[config.mk]
export PLATFORM = sky130hd
export DESIGN_NAME = processor_grid_factorizer_unit_flat
export DESIGN_NICKNAME = d
export VERILOG_FILES = /design/src/rtl/pgf_pkg.sv /design/src/rtl/pgf_if.sv /design/src/rtl/processor_grid_factorizer_unit.sv /design/src/flat_wrapper.sv
export SDC_FILE = /design/constraint.sdc
export NUM_CORES = 1
export LEC_CHECK = 0
export BUFFER_PORTS_ARGS = -buffer_cell sky130_fd_sc_hd__buf_2
export CORE_MARGIN = 3
export CORE_UTILIZATION = 64
export DETAILED_ROUTE_END_ITERATION = 8
export PLACE_DENSITY = 0.82
export SLEW_MARGIN = 20
export SYNTH_ARGS = -nofsm -noshare
export SYNTH_HDL_FRONTEND = slang
export SYNTH_SLANG_ARGS = --single-unit
export TNS_END_PERCENT = 20
[constraint.sdc]
create_clock -name clock -period 10.2 [get_ports clock]
set_input_delay 1.02 -clock clock [delete_from_list [all_inputs] [get_ports clock]]
set_output_delay 1.02 -clock clock [all_outputs]
set_load 0.05 [all_outputs]
[src/rtl/pgf_pkg.sv]
// shared widths, reset values and sequencer states for the processor grid factorizer
package pgf_pkg;

   localparam int POINT_W = 16;
   localparam int PROC_W  = 13;
   localparam int PAD_W   = 4;
   localparam int PROD_W  = POINT_W + PROC_W;

   localparam logic [PAD_W-1:0] PAD_RESET = 4'd2;

   typedef enum logic [3:0] {
      ST_IDLE,
      ST_DIV,
      ST_LIM_I,
      ST_LIM_J,
      ST_MUL_I,
      ST_MUL_J,
      ST_CMP,
      ST_NEXT,
      ST_DONE
   } pgf_state_type;

endpackage

[src/rtl/pgf_if.sv]
// request, response and register-write channels of the processor grid factorizer
interface pgf_req_if import pgf_pkg::*; ();
   logic               valid;
   logic               ready;
   logic [POINT_W-1:0] points_i;
   logic [POINT_W-1:0] points_j;
   logic [PROC_W-1:0]  proc_count;

   modport source (output valid, output points_i, output points_j, output proc_count,
                   input ready);
   modport sink   (input valid, input points_i, input points_j, input proc_count,
                   output ready);
endinterface

interface pgf_rsp_if import pgf_pkg::*; ();
   logic              valid;
   logic              ready;
   logic [PROC_W-1:0] procs_i;
   logic [PROC_W-1:0] procs_j;
   logic              found;

   modport source (output valid, output procs_i, output procs_j, output found,
                   input ready);
   modport sink   (input valid, input procs_i, input procs_j, input found,
                   output ready);
endinterface

interface pgf_csr_if import pgf_pkg::*; ();
   logic             valid;
   logic             ready;
   logic [PAD_W-1:0] padding_width;

   modport source (output valid, output padding_width, input ready);
   modport sink   (input valid, input padding_width, output ready);
endinterface

[src/rtl/processor_grid_factorizer_unit.sv]
// processor grid factorizer: divisor search over proc_count with one shared divider and multiplier
// search: for each p1 = 1..proc_count, a bit-serial restoring divide of proc_count by p1,
//   limit checks, and for a valid divisor two products and a compare
// throughput: one request at a time; the next request is taken once the result is in the
//   output register, while that result may still wait for the sink
// reset: synchronous, active high; clears the sequencer and output valid, padding_width goes to 2
module processor_grid_factorizer_unit import pgf_pkg::*; #(
   parameter int MAX_PROCS  = 4096,
   parameter int POINT_BITS = 16
) (
   input logic      clock,
   input logic      reset,
   pgf_req_if.sink  req_ch,
   pgf_rsp_if.source rsp_ch,
   pgf_csr_if.sink  csr_ch
);

   localparam logic [POINT_W-1:0] POINT_MASK = (POINT_BITS >= POINT_W) ?
      {POINT_W{1'b1}} : POINT_W'((33'd1 << POINT_BITS) - 33'd1);
   localparam int CNT_W = $clog2(PROC_W);

   pgf_state_type state_ff, state_in;

   logic [PAD_W-1:0]   pad_ff;
   logic [POINT_W-1:0] ni_ff, ni_in;
   logic [POINT_W-1:0] nj_ff, nj_in;
   logic [PROC_W-1:0]  np_ff, np_in;
   logic [PROC_W-1:0]  p1_ff, p1_in;
   logic [PROC_W-1:0]  rem_ff, rem_in;
   logic [PROC_W-1:0]  quo_ff, quo_in;
   logic [CNT_W-1:0]   bit_cnt_ff, bit_cnt_in;
   logic [PROD_W-1:0]  prod_i_ff, prod_i_in;
   logic [PROD_W-1:0]  prod_j_ff, prod_j_in;
   logic [PROD_W-1:0]  best_ff, best_in;
   logic [PROC_W-1:0]  best1_ff, best1_in;
   logic [PROC_W-1:0]  best2_ff, best2_in;
   logic               have_ff, have_in;
   logic               rsp_valid_ff, rsp_valid_in;
   logic [PROC_W-1:0]  rsp_procs_i_ff, rsp_procs_i_in;
   logic [PROC_W-1:0]  rsp_procs_j_ff, rsp_procs_j_in;
   logic               rsp_found_ff, rsp_found_in;

   logic [PAD_W-1:0]   pad_eff;
   logic [POINT_W-1:0] mul_a;
   logic [PROC_W-1:0]  mul_b;
   logic [PROD_W-1:0]  mul_p;
   logic [PROC_W:0]    div_trial;
   logic               div_ge;
   logic [PROD_W-1:0]  cost;
   logic               req_take;
   logic [PROC_W-1:0]  req_np;

   assign pad_eff = (pad_ff == '0) ? PAD_W'(1) : pad_ff;

   // shared multiplier, operands picked by the sequencer
   always_comb begin
      mul_a = '0;
      mul_b = '0;
      unique case (state_ff)
         ST_LIM_I: begin
            mul_a = POINT_W'(pad_eff);
            mul_b = p1_ff;
         end
         ST_LIM_J: begin
            mul_a = POINT_W'(pad_eff);
            mul_b = quo_ff;
         end
         ST_MUL_I: begin
            mul_a = ni_ff;
            mul_b = quo_ff;
         end
         ST_MUL_J: begin
            mul_a = nj_ff;
            mul_b = p1_ff;
         end
         default: begin
            mul_a = '0;
            mul_b = '0;
         end
      endcase
   end

   assign mul_p = {{PROC_W{1'b0}}, mul_a} * {{POINT_W{1'b0}}, mul_b};

   // restoring divide step: partial remainder against p1
   assign div_trial = {rem_ff, quo_ff[PROC_W-1]};
   assign div_ge    = (div_trial >= {1'b0, p1_ff});

   assign cost = (prod_i_ff >= prod_j_ff) ? (prod_i_ff - prod_j_ff) : (prod_j_ff - prod_i_ff);

   assign req_ch.ready = (state_ff == ST_IDLE);
   assign req_take     = req_ch.valid && (state_ff == ST_IDLE);
   assign req_np       = req_ch.proc_count;

   assign csr_ch.ready = 1'b1;

   assign rsp_ch.valid   = rsp_valid_ff;
   assign rsp_ch.procs_i = rsp_procs_i_ff;
   assign rsp_ch.procs_j = rsp_procs_j_ff;
   assign rsp_ch.found   = rsp_found_ff;

   always_comb begin
      state_in       = state_ff;
      ni_in          = ni_ff;
      nj_in          = nj_ff;
      np_in          = np_ff;
      p1_in          = p1_ff;
      rem_in         = rem_ff;
      quo_in         = quo_ff;
      bit_cnt_in     = bit_cnt_ff;
      prod_i_in      = prod_i_ff;
      prod_j_in      = prod_j_ff;
      best_in        = best_ff;
      best1_in       = best1_ff;
      best2_in       = best2_ff;
      have_in        = have_ff;
      rsp_valid_in   = rsp_valid_ff && !rsp_ch.ready;
      rsp_procs_i_in = rsp_procs_i_ff;
      rsp_procs_j_in = rsp_procs_j_ff;
      rsp_found_in   = rsp_found_ff;

      unique case (state_ff)
         ST_IDLE: begin
            if (req_take) begin
               ni_in      = req_ch.points_i & POINT_MASK;
               nj_in      = req_ch.points_j & POINT_MASK;
               np_in      = req_np;
               p1_in      = PROC_W'(1);
               rem_in     = '0;
               quo_in     = req_np;
               bit_cnt_in = '0;
               have_in    = 1'b0;
               // zero or too many processors: nothing to search
               if (req_np == '0 || {4'b0, req_np} > 17'(MAX_PROCS)) begin
                  state_in = ST_DONE;
               end else begin
                  state_in = ST_DIV;
               end
            end
         end
         ST_DIV: begin
            rem_in     = div_ge ? PROC_W'(div_trial - {1'b0, p1_ff}) : div_trial[PROC_W-1:0];
            quo_in     = {quo_ff[PROC_W-2:0], div_ge};
            bit_cnt_in = bit_cnt_ff + CNT_W'(1);
            if (bit_cnt_ff == CNT_W'(PROC_W - 1)) begin
               state_in = ST_LIM_I;
            end
         end
         ST_LIM_I: begin
            if (rem_ff != '0 || mul_p > {{PROC_W{1'b0}}, ni_ff}) begin
               state_in = ST_NEXT;
            end else begin
               state_in = ST_LIM_J;
            end
         end
         ST_LIM_J: begin
            if (mul_p > {{PROC_W{1'b0}}, nj_ff}) begin
               state_in = ST_NEXT;
            end else begin
               state_in = ST_MUL_I;
            end
         end
         ST_MUL_I: begin
            prod_i_in = mul_p;
            state_in  = ST_MUL_J;
         end
         ST_MUL_J: begin
            prod_j_in = mul_p;
            state_in  = ST_CMP;
         end
         ST_CMP: begin
            // first strict minimum wins
            if (!have_ff || cost < best_ff) begin
               best_in  = cost;
               best1_in = p1_ff;
               best2_in = quo_ff;
               have_in  = 1'b1;
            end
            state_in = ST_NEXT;
         end
         ST_NEXT: begin
            if (p1_ff == np_ff) begin
               state_in = ST_DONE;
            end else begin
               p1_in      = p1_ff + PROC_W'(1);
               rem_in     = '0;
               quo_in     = np_ff;
               bit_cnt_in = '0;
               state_in   = ST_DIV;
            end
         end
         ST_DONE: begin
            if (!rsp_valid_ff || rsp_ch.ready) begin
               rsp_valid_in   = 1'b1;
               rsp_procs_i_in = have_ff ? best1_ff : '0;
               rsp_procs_j_in = have_ff ? best2_ff : '0;
               rsp_found_in   = have_ff;
               state_in       = ST_IDLE;
            end
         end
         default: begin
            state_in = ST_IDLE;
         end
      endcase
   end

   always_ff @(posedge clock) begin
      if (reset) begin
         state_ff     <= ST_IDLE;
         rsp_valid_ff <= 1'b0;
         have_ff      <= 1'b0;
         pad_ff       <= PAD_RESET;
      end else begin
         state_ff     <= state_in;
         rsp_valid_ff <= rsp_valid_in;
         have_ff      <= have_in;
         if (csr_ch.valid) begin
            pad_ff <= csr_ch.padding_width;
         end
      end
   end

   always_ff @(posedge clock) begin
      ni_ff          <= ni_in;
      nj_ff          <= nj_in;
      np_ff          <= np_in;
      p1_ff          <= p1_in;
      rem_ff         <= rem_in;
      quo_ff         <= quo_in;
      bit_cnt_ff     <= bit_cnt_in;
      prod_i_ff      <= prod_i_in;
      prod_j_ff      <= prod_j_in;
      best_ff        <= best_in;
      best1_ff       <= best1_in;
      best2_ff       <= best2_in;
      rsp_procs_i_ff <= rsp_procs_i_in;
      rsp_procs_j_ff <= rsp_procs_j_in;
      rsp_found_ff   <= rsp_found_in;
   end

endmodule

[src/flat_wrapper.sv]
// flat-port wrapper written by rule: the top's interface ports become plain ports
module processor_grid_factorizer_unit_flat import pgf_pkg::*;
#(
   parameter int MAX_PROCS  = 4096,
   parameter int POINT_BITS = 16
)
  (clock, reset, req_ch_valid, req_ch_points_i, req_ch_points_j, req_ch_proc_count, req_ch_ready, rsp_ch_valid, rsp_ch_procs_i, rsp_ch_procs_j, rsp_ch_found, rsp_ch_ready, csr_ch_valid, csr_ch_padding_width, csr_ch_ready);
  pgf_req_if req_ch_i ();
  pgf_rsp_if rsp_ch_i ();
  pgf_csr_if csr_ch_i ();
  input logic clock;
  input logic reset;
  input wire logic [$bits(req_ch_i.valid)-1:0] req_ch_valid;
  input wire logic [$bits(req_ch_i.points_i)-1:0] req_ch_points_i;
  input wire logic [$bits(req_ch_i.points_j)-1:0] req_ch_points_j;
  input wire logic [$bits(req_ch_i.proc_count)-1:0] req_ch_proc_count;
  output wire logic [$bits(req_ch_i.ready)-1:0] req_ch_ready;
  output wire logic [$bits(rsp_ch_i.valid)-1:0] rsp_ch_valid;
  output wire logic [$bits(rsp_ch_i.procs_i)-1:0] rsp_ch_procs_i;
  output wire logic [$bits(rsp_ch_i.procs_j)-1:0] rsp_ch_procs_j;
  output wire logic [$bits(rsp_ch_i.found)-1:0] rsp_ch_found;
  input wire logic [$bits(rsp_ch_i.ready)-1:0] rsp_ch_ready;
  input wire logic [$bits(csr_ch_i.valid)-1:0] csr_ch_valid;
  input wire logic [$bits(csr_ch_i.padding_width)-1:0] csr_ch_padding_width;
  output wire logic [$bits(csr_ch_i.ready)-1:0] csr_ch_ready;
  assign req_ch_i.valid = req_ch_valid;
  assign req_ch_i.points_i = req_ch_points_i;
  assign req_ch_i.points_j = req_ch_points_j;
  assign req_ch_i.proc_count = req_ch_proc_count;
  assign req_ch_ready = req_ch_i.ready;
  assign rsp_ch_valid = rsp_ch_i.valid;
  assign rsp_ch_procs_i = rsp_ch_i.procs_i;
  assign rsp_ch_procs_j = rsp_ch_i.procs_j;
  assign rsp_ch_found = rsp_ch_i.found;
  assign rsp_ch_i.ready = rsp_ch_ready;
  assign csr_ch_i.valid = csr_ch_valid;
  assign csr_ch_i.padding_width = csr_ch_padding_width;
  assign csr_ch_ready = csr_ch_i.ready;
  processor_grid_factorizer_unit #(.MAX_PROCS(MAX_PROCS), .POINT_BITS(POINT_BITS)) u_core (.clock(clock), .reset(reset), .req_ch(req_ch_i), .rsp_ch(rsp_ch_i), .csr_ch(csr_ch_i));
endmodule
==> impl_metrics.csv, run 1 <==
group,metric,value,unit
run_status,outcome,"complete, no violations",
routing,met1_length,22900,um
floorplanning,core,32000,sq um
critical_path,worst-endpoint-arrival,8800,ps
cts,cts_made_buffers,26,
cts,clkTransAtPathRegs,60,ps
pwr,p_leak,0.0104,uW
cts,clkSinkCount,238,
placed_design,numPortBuffers,82,
sta,finalCritPeriodShare,82.4,%
global_routing,grt_overflow,0,
critical_path,critPathLaunchType,"flop",
layout,synthToLayoutAreaGrowth,7.72,%
pwr,pwr-share-clk,19.2,%
floorplanning,dieArea,35200,sq um
worst_hold_path,worstHoldPathType,"reg2reg",
layout,multi_input_area,12400,sq um
pwr,pwr-share-comb,45.6,%
critical_path,path_class,"reg2reg",
sta,finClkSkew,14.8,ps
logic_synthesis,synth_common_cells,"367 x inv_1, 228 x edfxtp_1, 218 x nand2_1, 207 x ha_1, 177 x nor2_1",
routing,drtAntennaViolNets,0,
floorplanning,num_io_pins,84,
job,max-cap-violations,0,
routing,vias_per_cell,6.03,
logic_synthesis,synth.most_common_cell,"inv_1",
cts,cts_hold_buf,0,
floorplanning,die_h,188,um
logic_synthesis,netlist_area,21100,sq um
global_routing,antenna_found_initial,0,
layout,drive_gt1_share,7.64,%
layout,final_cells,2686,
critical_path,reg2reg_slack,1790,ps
routing,wl_met3,5370,um
sta,setup_violations,0,
routing,drc_errors,0,
critical_path,cp_data_required_time,10600,ps
routing,wl,56200,um
routing,highest_layer,"met4",
logic_synthesis,ys_seq_area_share,33.4,%
floorplanning,die_w,188,um
placed_design,place.gp.congestion,0.978,
layout,finalNetCount,2650,
logic_synthesis,synth_area_leaders,"edfxtp_1 32%, fa_1 15%, ha_1 12%",
logic_synthesis,netlist_instances,2183,
sta,tightest_slew,1000,ps
critical_path,worstRegToRegCells,25,
logic_synthesis,ys_warn_count,0,
floorplanning,initial_utilization,65.8,%
critical_path,reg2reg_from,"u_core.state_ff[1]",
pwr,seq_power_share,35.2,%
logic_synthesis,ys_types,69,
critical_path,endpoint_kind,"flop",
worst_hold_path,hold_path_depth,1,
placed_design,dpl.hpwl,44900,um
pwr,p_per_area,211,nW/um^2
layout,diodes,0,
logic_synthesis,synthArstFlopShare,0,%
cts,post_cts_resized,0,
cts,cts-root-buf,"clkbuf_16",
routing,via_count,16200,
cts,clk_path_buf_depth,3,
logic_synthesis,syn_avg_cell_area,9.66,sq um
pwr,peakVddDrop,244,uV
placed_design,dp.cells,2638,
critical_path,crit_fanout,22,
routing,wire_per_inst,20.9,um
pwr,internal-power,2680,uW
global_routing,grt_start_max_net_pins,58,
routing,met2_length,25300,um
global_routing,grtUsageTotal,32.2,%
sta,fmax,0.119,GHz
worst_hold_path,min_from,"u_core.best2_ff[3]",
logic_synthesis,syn_nets,2601,
sta,fin_setup_tns,0,ps
sta,period_needed,8410,ps
sta,slew_headroom,32.6,%
layout,nFillCells,2503,
critical_path,crit_start,"u_core.state_ff[1]",
global_routing,grt_pass1_vias,16600,
sta,rsz0062_at_grt,"false",
pwr,switching_share,44.1,%
logic_synthesis,ys.flop_type,"edfxtp_1",
routing,first_iter_violations,1761,
sta,hold_viol_final,0,
logic_synthesis,synth_seq_cells,238,
cts,clk_latency,550,ps
logic_synthesis,yosysTopAreaCellShare,32.5,%
cts,cts_setup_buffers,0,
layout,ff_latch_area,7050,sq um
global_routing,grt_pass1_wl,89800,um
logic_synthesis,synth_edf_count,228,
cts,cts_tree,"done",
routing,first_pass_iters,5,
logic_synthesis,yosysTopAreaCell,"edfxtp_1",
pwr,p_sw,2110,uW
floorplanning,rows,65,
cts,h-tree-depth,1,
sta,slew_viol_final,0,
## path summary, 6_finish.rpt
| kind | endpoint |
|---|---|
| hold / removal | u_core.rsp_ch.procs_j[3] |
| setup reg to reg | u_core.state_ff[0] |
| hold reg to reg | u_core.rsp_ch.procs_j[3] |
| setup / recovery | u_core.state_ff[0] |
## power groups by stage
stage	Combinational, uW	Sequential (uW)	Clock, uW
finish	2180	1690	917
global route	2420	1690	969
CTS	2150	1660	928
detailed placement	2140	1680	0
global placement	2070	1670	0
floorplan	1530	1580	0
## cell type report
class                   count  share of cell area, %
flip-flops and latches    238                   31.0
multi-input cells        1498                   54.4
well taps                 435                   2.40
inverters                 367                   6.06
clock inverters            11                  0.573
clock buffers              36                   3.07
repair buffers            101                   2.43
## per-stage QoR
| stage | power, uW | cell area (sq um) | util [%] | setup WS [ps] | hold WS (ps) |
|---|---|---|---|---|---|
| after floorplan | 3120 | 21100 | - | 2190 | 424 |
| after global placement | 3740 | 21900 | 68.3 | 2040 | 473 |
| after detailed placement | 3810 | 21900 | 68.3 | 1970 | 495 |
| after CTS | 4740 | 22700 | 70.9 | 1920 | 525 |
| after global routing | 5080 | 22700 | 70.9 | 1240 | 529 |
| final | 4790 | 22700 | 70.9 | 1790 | 519 |
## kinds of logic after synthesis
family          count (synthesis)  share of synthesized area, %
compound gates                419                          13.6
xor+xnor                       84                          3.49
fa+ha+maj                     364                          27.2
buf+inv                       447                          8.14
flops                         238                          33.4
mux                            18                         0.878
other cells                     1                        0.0178
simple gates                  612                          13.3
## critical path, stage by stage, from the launching register on
cell and delay (ps):
dfxtp_1 510, inv_1 170, nor3_1 480, a21o_1 610, a22o_1 690, nand2_1 170
fa_1 600, fa_1 440, fa_1 500, inv_1 60, fa_1 530, inv_1 60
fa_1 540, inv_1 40, ha_1 370, a21o_1 210, a21o_1 190, a21oi_1 230
nor2b_1 130, nor3_1 450, ha_1 220, nand3_1 90, or3_1 390, o31a_1 300
nor3b_1 190, a221oi_1 90
## cell usage in the layout (no fill, tap or decap), drive strengths merged, types with 14 or more instances in the layout
master / count
a211oi: 16
o21a: 27
edfxtp: 228
xnor2: 52
xor2: 32
clkbuf: 37
fa: 157
mux2i: 17
nand2b: 14
nand4: 37
ha: 207
nor3: 22
nand3: 41
nor2b: 24
nand2: 218
buf: 100
and2: 32
a22oi: 37
a21o: 63
nor2: 177
a21oi: 113
a22o: 22
o21ai: 58
inv: 369
## sequential cells by signal, indices dropped and copies added, names as in the netlist
name / cells
u_core.rsp_ch.procs_i: 13
u_core.bit_cnt_ff: 4
u_core.prod_i_ff: 29
u_core.best_ff: 29
u_core.have_ff: 1
u_core.prod_j_ff: 29
u_core.pad_ff: 4
u_core.ni_ff: 16
u_core.rsp_ch.procs_j: 13
u_core.best1_ff: 13
u_core.state_ff: 4
u_core.np_ff: 13
u_core.rsp_ch.valid: 1
u_core.p1_ff: 13
u_core.rem_ff: 13
u_core.nj_ff: 16
u_core.rsp_ch.found: 1
u_core.best2_ff: 13
u_core.quo_ff: 13
## per-layer routing
metal | vias to the layer above | GRT usage (%)
li1 | 7460 | -
met3 | 166 | 6.34
met1 | 7850 | 44.1
met5 | - | 0
met4 | 0 | 12.8
met2 | 731 | 51.2
No activity file was read; power rests on OpenSTA's default activity.
==> run 2: changes to the inputs <==
- clock period: 10.2 -> 8.33 ns (I/O delays scaled with it)
==> impl_metrics.csv, run 2 (synthesis results as in run 1) <==
group,metric,value,unit
run_status,outcome,"complete, no violations",
routing,wl_met3,5250,um
sta,slew_viol_final,0,
layout,finalNetCount,2658,
floorplanning,dieArea,35200,sq um
global_routing,grt_overflow,0,
job,max-cap-violations,0,
global_routing,grtUsageTotal,32.3,%
pwr,seq_power_share,34.5,%
sta,fmax,0.126,GHz
layout,drive_gt1_share,8.40,%
routing,first_iter_violations,1712,
worst_hold_path,hold_path_depth,1,
critical_path,crit_fanout,10,
layout,diodes,0,
layout,final_cells,2696,
cts,cts_tree,"done",
sta,fin_setup_tns,0,ps
floorplanning,num_io_pins,84,
pwr,internal-power,3310,uW
global_routing,grt_pass1_vias,16700,
sta,holdWs,432,ps
floorplanning,core,32000,sq um
pwr,pwr-share-clk,19.7,%
critical_path,cp_data_required_time,8770,ps
cts,cts_setup_buffers,0,
pwr,p_leak,0.0105,uW
cts,cts-root-buf,"clkbuf_16",
cts,clk_path_buf_depth,3,
routing,drtAntennaViolNets,0,
critical_path,endpoint_kind,"flop",
sta,finalCritPeriodShare,95.1,%
critical_path,critPathLaunchType,"flop",
floorplanning,initial_utilization,65.8,%
routing,met2_length,26800,um
layout,mostFrequentLayoutCell,"inv_1",
routing,highest_layer,"met4",
pwr,pwr-share-comb,45.7,%
sta,slew_headroom,23.6,%
placed_design,dpl.hpwl,45300,um
cts,cts_hold_buf,0,
cts,h-tree-depth,1,
layout,top_regs,"u_core.best_ff (29), u_core.prod_i_ff (29), u_core.prod_j_ff (29)",
routing,vias_per_cell,6.08,
cts,clkSinkCount,238,
pwr,p_sw,2610,uW
routing,via_count,16400,
layout,final_cell_mix,"367 x inv_1, 228 x edfxtp_1, 218 x nand2_1",
routing,drc_errors,0,
floorplanning,rows,65,
global_routing,antenna_found_initial,0,
pwr,p_per_area,259,nW/um^2
global_routing,grt_start_max_net_pins,58,
sta,hold_viol_final,0,
placed_design,numPortBuffers,82,
cts,post_cts_resized,0,
sta,finClkSkew,23.8,ps
floorplanning,die_h,188,um
routing,met1_length,22700,um
routing,wire_per_inst,20.9,um
global_routing,grt_pass1_wl,89900,um
routing,first_pass_iters,6,
sta,setup_violations,0,
layout,final_core_util,71.4,%
layout,synthToLayoutAreaGrowth,8.41,%
layout,nFillCells,2468,
pwr,switching_share,44.0,%
floorplanning,die_w,188,um
critical_path,worstRegToRegCells,27,
cts,clk_latency,570,ps
critical_path,path_class,"reg2reg",
cts,clkTransAtPathRegs,70,ps
sta,tightest_slew,1140,ps
routing,wl,56500,um
placed_design,dp.cells,2646,
critical_path,reg2reg_slack,410,ps
placed_design,place.gp.congestion,0.957,
worst_hold_path,worstHoldPathType,"in2reg",
pwr,peakVddDrop,272,uV
cts,cts_made_buffers,27,
sta,rsz0062_at_grt,"false",
sta,period_needed,7920,ps
critical_path,worst-endpoint-arrival,8360,ps
## run 2: cell types whose count changed in the layout (fill, tap and decap cells not counted), moves of 3 or more
| cell | previous run | this run |
|---|---|---|
| a22o_2 | 0 | 4 |
| a22o_1 | 22 | 18 |
| clkbuf_1 | 9 | 5 |
| clkinvlp_4 | 1 | 4 |
| buf_4 | 18 | 24 |
## run 2: per-stage QoR
stage	instance area (sq um)	setup slack [ps]	power, uW
floorplan	21100	319	3820
global placement	22000	442	4610
detailed placement	22000	159	4690
CTS	22800	145	5870
global route	22900	8.80	6280
finish	22900	412	5920
## run 2: cell type report
cell class | count | area [sq um] | share of cell area, %
inverters | 367 | 1380 | 6.02
clock inverters | 18 | 175 | 0.766
repair buffers | 108 | 631 | 2.76
flip-flops and latches | 238 | 7050 | 30.8
multi-input cells | 1498 | 12400 | 54.2
well taps | 435 | 544 | 2.38
clock buffers | 32 | 694 | 3.04
## run 2: final timing paths
kind | from | to
setup / recovery | u_core.state_ff[2] | u_core.state_ff[0]
hold / removal | req_ch_points_i[7] | u_core.ni_ff[7]
setup reg to reg | u_core.state_ff[2] | u_core.state_ff[0]
hold reg to reg | u_core.pad_ff[0] | u_core.pad_ff[0]
## run 2: power groups by stage
stage	logic (uW)	clock network, uW	registers (uW)
after floorplan	1880	0	1940
after global routing	2990	1230	2060
after CTS	2660	1180	2030
after detailed placement	2640	0	2050
final	2710	1170	2040
after global placement	2570	0	2040
## run 2: layer usage
metal	track usage, %	vias up
met5	0	-
met3	5.61	144
met4	9.29	0
met1	43.7	7935
li1	-	7495
met2	53.8	810
## run 2: critical path, stage by stage (launching register included)
cell and delay [ps]:
dfxtp_1 600, nand2b_1 290, nor3_2 290, a21o_1 320, a22o_1 440, buf_4 260
nand2_1 90, fa_1 510, fa_1 540, inv_1 60, fa_1 460, fa_1 550
inv_1 60, fa_1 530, inv_1 40, ha_1 370, and2_1 220, nand3_1 110
a211oi_1 200, a21o_1 150, nor2_1 80, xnor2_1 180, ha_1 340, nand3_1 90
or3_1 370, o31a_1 290, nor3b_1 210, a221oi_1 110
